`config.mk`:
```
export PLATFORM = sky130hd
export DESIGN_NAME = bitset_word_algebra_enumerator_core_flat
export DESIGN_NICKNAME = d
export VERILOG_FILES = /design/src/hw/rtl/bwae_pkg.sv /design/src/hw/rtl/bwae_if.sv /design/src/hw/rtl/bitset_word_algebra_enumerator_core.sv /design/src/hw/rtl/bwae_combine.sv /design/src/flat_wrapper.sv
export SDC_FILE = /design/constraint.sdc
export NUM_CORES = 1
export LEC_CHECK = 0
export BUFFER_PORTS_ARGS = -buffer_cell sky130_fd_sc_hd__buf_4
export CORE_MARGIN = 2
export CORE_UTILIZATION = 30
export CTS_CLUSTER_DIAMETER = 50
export DETAILED_ROUTE_END_ITERATION = 10
export PLACE_DENSITY = 0.5
export SYNTH_ARGS = -nofsm -noshare
export SYNTH_HDL_FRONTEND = slang
export SYNTH_HIERARCHICAL = 1
export SYNTH_SLANG_ARGS = --single-unit
```
`constraint.sdc`:
```
create_clock -name clock -period 11.6 [get_ports clock]
set_input_delay 0.58 -clock clock [delete_from_list [all_inputs] [get_ports clock]]
set_output_delay 0.58 -clock clock [all_outputs]
set_load 0.05 [all_outputs]
```
`src/hw/rtl/bwae_pkg.sv`:
```
// shared types and constants of the bit set word algebra enumerator
package bwae_pkg;

   // fixed field widths
   localparam int WORD_BITS = 32;
   localparam int BIT_W     = 5;
   localparam int ELEM_W    = 11;
   localparam int SIZE_W    = 12;
   localparam int KIND_W    = 2;
   localparam int CSR_IDX_W = 2;

   // register reset values
   localparam logic [SIZE_W-1:0] SIZE_RESET = SIZE_W'(2048);

   // configuration register indexes
   localparam logic [CSR_IDX_W-1:0] CSR_OPERATION = 2'd0;
   localparam logic [CSR_IDX_W-1:0] CSR_SET_SIZE  = 2'd1;
   localparam logic [CSR_IDX_W-1:0] CSR_ENUMERATE = 2'd2;

   // set operations
   typedef enum logic [1:0] {
      OP_PASS      = 2'd0,
      OP_UNION     = 2'd1,
      OP_INTERSECT = 2'd2,
      OP_SUBTRACT  = 2'd3
   } op_type;

   // result kinds
   typedef enum logic [KIND_W-1:0] {
      KIND_WORD    = 2'd0,
      KIND_INDEX   = 2'd1,
      KIND_SUMMARY = 2'd2
   } kind_type;

   // sequencer states
   typedef enum logic [1:0] {
      ST_IDLE = 2'd0,
      ST_WORD = 2'd1,
      ST_SCAN = 2'd2,
      ST_SUM  = 2'd3
   } state_type;

   // run summary flags
   typedef struct packed {
      logic equal;
      logic disjoint;
      logic subset;
      logic empty;
   } flags_type;

   localparam flags_type FLAGS_CLEAR = '{equal: 1'b1, disjoint: 1'b1, subset: 1'b1, empty: 1'b1};
   localparam flags_type FLAGS_NONE  = '{equal: 1'b0, disjoint: 1'b0, subset: 1'b0, empty: 1'b0};

endpackage

```
`src/hw/rtl/bwae_if.sv`:
```
// request and response channel interfaces
interface bwae_req_if;
   import bwae_pkg::*;

   logic                 valid;
   logic                 ready;
   logic [WORD_BITS-1:0] a_word;
   logic [WORD_BITS-1:0] b_word;
   logic                 last;

   modport source (output valid, output a_word, output b_word, output last, input ready);
   modport sink (input valid, input a_word, input b_word, input last, output ready);
endinterface

interface bwae_rsp_if;
   import bwae_pkg::*;

   logic                 valid;
   logic                 ready;
   logic [KIND_W-1:0]    kind;
   logic [WORD_BITS-1:0] result_word;
   logic [ELEM_W-1:0]    element_index;
   logic                 sets_equal;
   logic                 sets_disjoint;
   logic                 first_subset;
   logic                 result_empty;
   logic                 run_end;

   modport source (output valid, output kind, output result_word, output element_index,
                   output sets_equal, output sets_disjoint, output first_subset,
                   output result_empty, output run_end, input ready);
   modport sink (input valid, input kind, input result_word, input element_index,
                 input sets_equal, input sets_disjoint, input first_subset,
                 input result_empty, input run_end, output ready);
endinterface

```
`src/hw/rtl/bitset_word_algebra_enumerator_core.sv`:
```
// Flow: the combined word of a taken transaction is registered, then issued from the output
// register; with enumeration a bit-serial scan then tests one bit per cycle, holding while the
// output is stalled, up to the highest set bit, one index out per set bit, and a last
// transaction adds a summary. A new transaction is taken only once the previous one is done.
// Reset: synchronous, clears sequencer, run position, flags and output valid; CSRs to defaults.
module bitset_word_algebra_enumerator_core #(
   parameter int MAX_WORDS = 64
) (
   input  logic                              clock,
   input  logic                              reset,
   input  logic                              csr_we,
   input  logic [bwae_pkg::CSR_IDX_W-1:0]    csr_index,
   input  logic [bwae_pkg::SIZE_W-1:0]       csr_wdata,
   bwae_req_if.sink                          req_chan,
   bwae_rsp_if.source                        rsp_chan
);
   import bwae_pkg::*;

   localparam int POS_W = $clog2(MAX_WORDS + 1);

   // configuration registers
   op_type            op_ff;
   logic [SIZE_W-1:0] size_ff;
   logic              enum_ff;

   // sequencer and run state
   state_type         state_ff, state_in;
   logic [POS_W-1:0]  pos_ff, pos_in;
   flags_type         flags_ff, flags_in;

   // item working registers
   logic [WORD_BITS-1:0] comb_ff, comb_in;
   logic [WORD_BITS-1:0] shift_ff, shift_in;
   logic [BIT_W-1:0]     bit_ff, bit_in;
   logic [ELEM_W-1:0]    base_ff, base_in;
   logic                 last_ff, last_in;
   logic                 enum_run_ff, enum_run_in;

   // output register
   logic                 rsp_valid_ff, rsp_valid_in;
   kind_type             rsp_kind_ff, rsp_kind_in;
   logic [WORD_BITS-1:0] rsp_word_ff, rsp_word_in;
   logic [ELEM_W-1:0]    rsp_index_ff, rsp_index_in;
   flags_type            rsp_flags_ff, rsp_flags_in;
   logic                 rsp_end_ff, rsp_end_in;

   logic [WORD_BITS-1:0] comb_w;
   flags_type            word_flags;
   logic [WORD_BITS-1:0] shift_next;
   logic                 slot_free;

   bwae_combine #(
      .MAX_WORDS (MAX_WORDS),
      .POS_W     (POS_W)
   ) u_combine (
      .operation  (op_ff),
      .set_size   (size_ff),
      .pos        (pos_ff),
      .a_in       (req_chan.a_word),
      .b_in       (req_chan.b_word),
      .comb       (comb_w),
      .word_flags (word_flags)
   );

   // configuration writes
   always_ff @(posedge clock) begin
      if (reset) begin
         op_ff   <= OP_UNION;
         size_ff <= SIZE_RESET;
         enum_ff <= 1'b1;
      end else if (csr_we) begin
         case (csr_index)
            CSR_OPERATION: op_ff   <= op_type'(csr_wdata[1:0]);
            CSR_SET_SIZE:  size_ff <= csr_wdata;
            CSR_ENUMERATE: enum_ff <= csr_wdata[0];
            default: ;
         endcase
      end
   end

   assign shift_next = shift_ff >> 1;
   assign slot_free  = !rsp_valid_ff || rsp_chan.ready;

   // sequencer: next state and outputs
   always_comb begin
      state_in     = state_ff;
      pos_in       = pos_ff;
      flags_in     = flags_ff;
      comb_in      = comb_ff;
      shift_in     = shift_ff;
      bit_in       = bit_ff;
      base_in      = base_ff;
      last_in      = last_ff;
      enum_run_in  = enum_run_ff;
      rsp_valid_in = rsp_valid_ff && !rsp_chan.ready;
      rsp_kind_in  = rsp_kind_ff;
      rsp_word_in  = rsp_word_ff;
      rsp_index_in = rsp_index_ff;
      rsp_flags_in = rsp_flags_ff;
      rsp_end_in   = rsp_end_ff;
      req_chan.ready = 1'b0;

      case (state_ff)
         // take the word pair and fold its relations into the run flags
         ST_IDLE: begin
            req_chan.ready = 1'b1;
            if (req_chan.valid) begin
               comb_in     = comb_w;
               flags_in    = flags_type'(flags_ff & word_flags);
               last_in     = req_chan.last;
               enum_run_in = enum_ff;
               base_in     = ELEM_W'({pos_ff, BIT_W'(0)});
               if (!req_chan.last && (pos_ff < POS_W'(MAX_WORDS))) begin
                  pos_in = POS_W'(pos_ff + 1'b1);
               end
               state_in = ST_WORD;
            end
         end
         // combined word transaction
         ST_WORD: begin
            if (slot_free) begin
               rsp_valid_in = 1'b1;
               rsp_kind_in  = KIND_WORD;
               rsp_word_in  = comb_ff;
               rsp_index_in = '0;
               rsp_flags_in = FLAGS_NONE;
               rsp_end_in   = !last_ff && (!enum_run_ff || (comb_ff == '0));
               shift_in     = comb_ff;
               bit_in       = '0;
               if (enum_run_ff && (comb_ff != '0)) begin
                  state_in = ST_SCAN;
               end else if (last_ff) begin
                  state_in = ST_SUM;
               end else begin
                  state_in = ST_IDLE;
               end
            end
         end
         // bit-serial scan, one index per set bit
         ST_SCAN: begin
            if (!shift_ff[0]) begin
               shift_in = shift_next;
               bit_in   = BIT_W'(bit_ff + 1'b1);
            end else if (slot_free) begin
               rsp_valid_in = 1'b1;
               rsp_kind_in  = KIND_INDEX;
               rsp_word_in  = '0;
               rsp_index_in = {base_ff[ELEM_W-1:BIT_W], bit_ff};
               rsp_flags_in = FLAGS_NONE;
               rsp_end_in   = !last_ff && (shift_next == '0);
               shift_in     = shift_next;
               bit_in       = BIT_W'(bit_ff + 1'b1);
               if (shift_next == '0) begin
                  state_in = last_ff ? ST_SUM : ST_IDLE;
               end
            end
         end
         // end summary, then the run starts over
         ST_SUM: begin
            if (slot_free) begin
               rsp_valid_in = 1'b1;
               rsp_kind_in  = KIND_SUMMARY;
               rsp_word_in  = '0;
               rsp_index_in = '0;
               rsp_flags_in = flags_ff;
               rsp_end_in   = 1'b1;
               pos_in       = '0;
               flags_in     = FLAGS_CLEAR;
               state_in     = ST_IDLE;
            end
         end
         default: begin
            state_in = ST_IDLE;
         end
      endcase
   end

   // control registers
   always_ff @(posedge clock) begin
      if (reset) begin
         state_ff     <= ST_IDLE;
         pos_ff       <= '0;
         flags_ff     <= FLAGS_CLEAR;
         rsp_valid_ff <= 1'b0;
      end else begin
         state_ff     <= state_in;
         pos_ff       <= pos_in;
         flags_ff     <= flags_in;
         rsp_valid_ff <= rsp_valid_in;
      end
   end

   // payload registers
   always_ff @(posedge clock) begin
      comb_ff      <= comb_in;
      shift_ff     <= shift_in;
      bit_ff       <= bit_in;
      base_ff      <= base_in;
      last_ff      <= last_in;
      enum_run_ff  <= enum_run_in;
      rsp_kind_ff  <= rsp_kind_in;
      rsp_word_ff  <= rsp_word_in;
      rsp_index_ff <= rsp_index_in;
      rsp_flags_ff <= rsp_flags_in;
      rsp_end_ff   <= rsp_end_in;
   end

   // response port
   assign rsp_chan.valid         = rsp_valid_ff;
   assign rsp_chan.kind          = rsp_kind_ff;
   assign rsp_chan.result_word   = rsp_word_ff;
   assign rsp_chan.element_index = rsp_index_ff;
   assign rsp_chan.sets_equal    = rsp_flags_ff.equal;
   assign rsp_chan.sets_disjoint = rsp_flags_ff.disjoint;
   assign rsp_chan.first_subset  = rsp_flags_ff.subset;
   assign rsp_chan.result_empty  = rsp_flags_ff.empty;
   assign rsp_chan.run_end       = rsp_end_ff;

   // a new transaction only starts once the previous one has handed over its final result
   a_accept_after_end: assert property (@(posedge clock) disable iff (reset)
      (req_chan.valid && req_chan.ready && rsp_valid_ff) |-> rsp_end_ff)
      else $error("transaction accepted before previous run_end");

   // word position saturates at the maximum
   a_pos_bound: assert property (@(posedge clock) disable iff (reset)
      pos_ff <= POS_W'(MAX_WORDS))
      else $error("word position beyond maximum");

   // issuing the summary returns the run state to its start
   a_run_cleared: assert property (@(posedge clock) disable iff (reset)
      (state_ff == ST_SUM && slot_free) |=> (pos_ff == '0 && flags_ff == FLAGS_CLEAR))
      else $error("run state not cleared after summary");

   // a summary always closes its transaction
   a_summary_end: assert property (@(posedge clock) disable iff (reset)
      (rsp_valid_ff && rsp_kind_ff == KIND_SUMMARY) |-> rsp_end_ff)
      else $error("summary without run_end");

endmodule

```
`src/hw/rtl/bwae_combine.sv`:
```
// masking of one word pair, set operation and per-word relation flags
module bwae_combine #(
   parameter int MAX_WORDS = 64,
   parameter int POS_W     = 7
) (
   input  bwae_pkg::op_type                    operation,
   input  logic [bwae_pkg::SIZE_W-1:0]         set_size,
   input  logic [POS_W-1:0]                    pos,
   input  logic [bwae_pkg::WORD_BITS-1:0]      a_in,
   input  logic [bwae_pkg::WORD_BITS-1:0]      b_in,
   output logic [bwae_pkg::WORD_BITS-1:0]      comb,
   output bwae_pkg::flags_type                 word_flags
);
   import bwae_pkg::*;

   localparam int START_W = POS_W + BIT_W;
   localparam int CALC_W  = ((START_W > SIZE_W) ? START_W : SIZE_W) + 1;
   localparam logic [CALC_W-1:0] LIMIT = CALC_W'(MAX_WORDS * WORD_BITS);

   logic [CALC_W-1:0]    size_c;
   logic [CALC_W-1:0]    start;
   logic [CALC_W-1:0]    rem;
   logic [WORD_BITS-1:0] mask;
   logic [WORD_BITS-1:0] a_m;
   logic [WORD_BITS-1:0] b_m;

   // clamp the set size and find the valid bits of this word
   always_comb begin
      size_c = (CALC_W'(set_size) > LIMIT) ? LIMIT : CALC_W'(set_size);
      start  = CALC_W'({pos, BIT_W'(0)});
      rem    = size_c - start;
      mask   = '0;
      if ((pos < POS_W'(MAX_WORDS)) && (size_c > start)) begin
         for (int k = 0; k < WORD_BITS; k++) begin
            mask[k] = (CALC_W'(k) < rem);
         end
      end
   end

   assign a_m = a_in & mask;
   assign b_m = b_in & mask;

   // set operation
   always_comb begin
      case (operation)
         OP_PASS:      comb = a_m;
         OP_UNION:     comb = a_m | b_m;
         OP_INTERSECT: comb = a_m & b_m;
         OP_SUBTRACT:  comb = a_m & ~b_m;
         default:      comb = a_m;
      endcase
   end

   // relations of this word pair
   assign word_flags.equal    = (a_m == b_m);
   assign word_flags.disjoint = ((a_m & b_m) == '0);
   assign word_flags.subset   = ((a_m & ~b_m) == '0);
   assign word_flags.empty    = (comb == '0);

endmodule

```
`src/flat_wrapper.sv`:
```
// flat-port wrapper written by rule: the top's interface ports become plain ports
module bitset_word_algebra_enumerator_core_flat import bwae_pkg::*;
#(
   parameter int MAX_WORDS = 64
)
  (clock, reset, csr_we, csr_index, csr_wdata, req_chan_valid, req_chan_a_word, req_chan_b_word, req_chan_last, req_chan_ready, rsp_chan_valid, rsp_chan_kind, rsp_chan_result_word, rsp_chan_element_index, rsp_chan_sets_equal, rsp_chan_sets_disjoint, rsp_chan_first_subset, rsp_chan_result_empty, rsp_chan_run_end, rsp_chan_ready);
  bwae_req_if req_chan_i ();
  bwae_rsp_if rsp_chan_i ();
  input  logic clock;
  input  logic reset;
  input  logic csr_we;
  input  logic [bwae_pkg::CSR_IDX_W-1:0] csr_index;
  input  logic [bwae_pkg::SIZE_W-1:0] csr_wdata;
  input wire logic [$bits(req_chan_i.valid)-1:0] req_chan_valid;
  input wire logic [$bits(req_chan_i.a_word)-1:0] req_chan_a_word;
  input wire logic [$bits(req_chan_i.b_word)-1:0] req_chan_b_word;
  input wire logic [$bits(req_chan_i.last)-1:0] req_chan_last;
  output wire logic [$bits(req_chan_i.ready)-1:0] req_chan_ready;
  output wire logic [$bits(rsp_chan_i.valid)-1:0] rsp_chan_valid;
  output wire logic [$bits(rsp_chan_i.kind)-1:0] rsp_chan_kind;
  output wire logic [$bits(rsp_chan_i.result_word)-1:0] rsp_chan_result_word;
  output wire logic [$bits(rsp_chan_i.element_index)-1:0] rsp_chan_element_index;
  output wire logic [$bits(rsp_chan_i.sets_equal)-1:0] rsp_chan_sets_equal;
  output wire logic [$bits(rsp_chan_i.sets_disjoint)-1:0] rsp_chan_sets_disjoint;
  output wire logic [$bits(rsp_chan_i.first_subset)-1:0] rsp_chan_first_subset;
  output wire logic [$bits(rsp_chan_i.result_empty)-1:0] rsp_chan_result_empty;
  output wire logic [$bits(rsp_chan_i.run_end)-1:0] rsp_chan_run_end;
  input wire logic [$bits(rsp_chan_i.ready)-1:0] rsp_chan_ready;
  assign req_chan_i.valid = req_chan_valid;
  assign req_chan_i.a_word = req_chan_a_word;
  assign req_chan_i.b_word = req_chan_b_word;
  assign req_chan_i.last = req_chan_last;
  assign req_chan_ready = req_chan_i.ready;
  assign rsp_chan_valid = rsp_chan_i.valid;
  assign rsp_chan_kind = rsp_chan_i.kind;
  assign rsp_chan_result_word = rsp_chan_i.result_word;
  assign rsp_chan_element_index = rsp_chan_i.element_index;
  assign rsp_chan_sets_equal = rsp_chan_i.sets_equal;
  assign rsp_chan_sets_disjoint = rsp_chan_i.sets_disjoint;
  assign rsp_chan_first_subset = rsp_chan_i.first_subset;
  assign rsp_chan_result_empty = rsp_chan_i.result_empty;
  assign rsp_chan_run_end = rsp_chan_i.run_end;
  assign rsp_chan_i.ready = rsp_chan_ready;
  bitset_word_algebra_enumerator_core #(.MAX_WORDS(MAX_WORDS)) u_core (.clock(clock), .reset(reset), .csr_we(csr_we), .csr_index(csr_index), .csr_wdata(csr_wdata), .req_chan(req_chan_i), .rsp_chan(rsp_chan_i));
endmodule
```
==> flow_summary.json <==
{
  "status": "finished clean",
  "worst_clock_skew_ps": 11.5,
  "critPathMaxFanout": 22,
  "coreArea_mm2": 0.0334,
  "seq_power_share_pct": 35.4,
  "cp_slowest_cell": "nor3_2",
  "finalPower_mw": 2.87,
  "vias_per_cell": 5.11,
  "mostFrequentLayoutCells": "buf_4 (146), edfxtp_1 (127), nand2_1 (108)",
  "initial_utilization_pct": 30.4,
  "max_freq_ghz": 0.175,
  "antenna_found_initial": 0,
  "die_x_um": 188,
  "hold_viol": 0,
  "first_global_vias": 8146,
  "syn_to_final_growth_pct": 19.9,
  "nNetsFinal": 1350,
  "layout-drive-gt1-share_pct": 18.6,
  "synth_edf_count": 127,
  "intPower_mw": 1.65,
  "synthCells": 1047,
  "cellLeakagePower_nw": 5.15,
  "clock_tree.buffer_depth": 2,
  "post_cts_resized": 0,
  "p_comb_share_pct": 45.7,
  "yosysWarnings": 6,
  "end_kind": "flip-flop",
  "dp.cells": 1589,
  "route.detailed.drc": 0,
  "drv_cap": 0,
  "min_path_type": "in -> reg",
  "final_antenna_net_count": 0,
  "hold_slack_ps": 374,
  "crit_arrival_ps": 6080,
  "cp-start-kind": "flip-flop",
  "drt_wl_total_um": 31400,
  "clkTransAtPathRegs_ps": 70,
  "min_period_ps": 5720,
  "ios": 136,
  "p_sw_share_pct": 42.6,
  "worstSetupPathType": "reg -> reg",
  "worstMarginPinSlew_ps": 1100,
  "wl_per_cell_um": 19.4,
  "path_buf_inv": 1,
  "p_clk_share_pct": 18.8,
  "clk_latency_ps": 420,
  "syn_area_mm2": 0.0101,
  "seq_area_frac_synth_pct": 43.3,
  "clock_sinks": 156,
  "grt_max_degree": 55,
  "io_buffers": 135,
  "max_stage_delay_ps": 890,
  "place_area_mm2": 0.0116,
  "gp_congestion": 0.966,
  "rsz0062_at_grt": "no",
  "first_pass_iters": 5,
  "overflow": 0,
  "fin_area_mm2": 0.0122,
  "cts_hold_buf": 0,
  "die_h_um": 188,
  "post-dp-hpwl_um": 24300,
  "h-tree-depth": 4,
  "die_area_mm2": 0.0353,
  "required_ps": 11960,
  "ys_top_cells_by_area": "edfxtp_1 (38%), ha_1 (13%), dfxtp_1 (5.7%)",
  "synthDistinctLibCells": 84,
  "cts_setup_buffers": 0,
  "cts_root_buffer": "clkbuf_16",
  "fp-row-count": 67,
  "synth.net_count": 1237,
  "final_common_cell": "buf_4",
  "irDropWorstVdd_mv": 0.128,
  "netlist.area_leader.share_pct": 37.6,
  "p_sw_mw": 1.22,
  "cts_tree": "built",
  "antenna_cells": 0,
  "syn_avg_cell_area_um2": 9.68,
  "postSynth.asyncResetShare_pct": 0,
  "ys.flop_type": "edfxtp_1",
  "fin_cells": 1621,
  "setup_tns_ps": 0,
  "track_usage_pct": 17.8,
  "grt_pass1_wl_um": 48100,
  "crit_family": "simple AND/OR/NAND/NOR gates",
  "drt_iter0_drc": 605,
  "ys_ff_latch": 156,
  "post-route-period-util_pct": 49.3,
  "relSlewSlack_pct": 26.2,
  "yosysTopAreaCell": "edfxtp_1",
  "vias": 8285,
  "report.final.slew_viol_count": 0,
  "setup_viol": 0,
  "cp_cell_sequence": "nand2b_1 > ha_1 > fa_1 > nor2b_1 > o31ai_1 > mux2_2 > nor3_2 > o21ai_0 > nand3_1 > inv_1 > ha_1 > nor2_1 > a21oi_1 > a22o_1 > a31o_2 > nor4_1 > nand4_1 > and4b_1 > o21ai_0 > nand2_1",
  "cts_buffers": 17,
  "powerDensity_mw_per_mm2": 236
}
-- logic make-up after synthesis --
kind of cell	share of synthesized area, %
AND/OR/NAND/NOR	21.7
buffers and inverters	5.71
flip-flops	43.3
adder cells (fa/ha/maj)	13.2
XOR/XNOR	0.605
AO/OA/AOI/OAI	14.5
multiplexers	0.987
-- metrics by stage --
stage	util, %	worst slack, ps
floorplan	-	6900
global placement	34.7	6030
detailed placement	34.7	5950
CTS	36.4	5890
global route	36.4	5460
finish	36.4	5880
-- synth_stat cells, drive strengths merged (5+ instances only) --
cell,instances
inv,87
dfxtp,29
and2,8
nand2b,12
a22oi,12
a31oi,5
a31o,5
nor2b,69
nor3,12
a21oi,55
ha,105
o211ai,5
or2,7
nor2,71
a22o,36
nand2,111
a21o,5
o21ai,46
nor4,45
nand4,20
clkbuf,30
and3,6
edfxtp,127
nand3,45
buf,22
-- final timing paths --
path,from,cells past startpoint,end,slack (ps)
min,req_chan_last,1,u_core/last_ff,370
max,u_core/size_ff[11],20,u_core/flags_ff[0],5880
max reg2reg,u_core/size_ff[11],20,u_core/flags_ff[0],5880
min reg2reg,u_core/size_ff[10],2,u_core/size_ff[10],460
-- registers in the layout, indices dropped and copies added, names as in the netlist, 2 cells and up --
| register | flops |
|---|---|
| u_core/op_ff | 2 |
| u_core/state_ff | 2 |
| u_core/rsp_chan.result_word | 32 |
| u_core/bit_ff | 5 |
| u_core/rsp_chan.kind | 2 |
| u_core/shift_ff | 32 |
| u_core/pos_ff | 7 |
| u_core/flags_ff | 4 |
| u_core/base_ff | 6 |
| u_core/rsp_chan.element_index | 11 |
| u_core/size_ff | 12 |
| u_core/comb_ff | 32 |
-- area by class of cell --
| cell class | count | area, um2 |
|---|---|---|
| fillers | 3442 | 21200 |
| multi-input cells | 751 | 5190 |
| flip-flops and latches | 156 | 4390 |
| repair buffers | 146 | 1100 |
| well taps | 448 | 561 |
| clock buffers | 21 | 514 |
| inverters | 88 | 330 |
| clock inverters | 11 | 77.6 |
-- worst reg2reg max path: stages (launching register included) --
cell and delay, ps:
dfxtp_1 800, nand2b_1 190, ha_1 190, fa_1 220
nor2b_1 70, o31ai_1 450, mux2_2 430, nor3_2 890
o21ai_0 450, nand3_1 230, inv_1 80, ha_1 220
nor2_1 100, a21oi_1 50, a22o_1 200, a31o_2 250
nor4_1 290, nand4_1 130, and4b_1 260, o21ai_0 80
nand2_1 70
-- power by group through the flow --
stage	Clock [mW]	Combinational, mW	Sequential, mW
floorplan	0	0.666	1.25
global placement	0	1.30	1.03
detailed placement	0	1.31	1.03
CTS	0.553	1.32	1.02
global route	0.575	1.42	1.04
finish	0.539	1.31	1.02
-- routing by layer --
layer,part of all wire (%),GRT usage (%),vias to the layer above
li1,-,-,4000
met1,46,24.1,3946
met2,45,28.4,290
met3,5.9,3.31,49
met4,2.8,6.09,0
met5,0,0,-
Power figures use the tool's default switching activity.
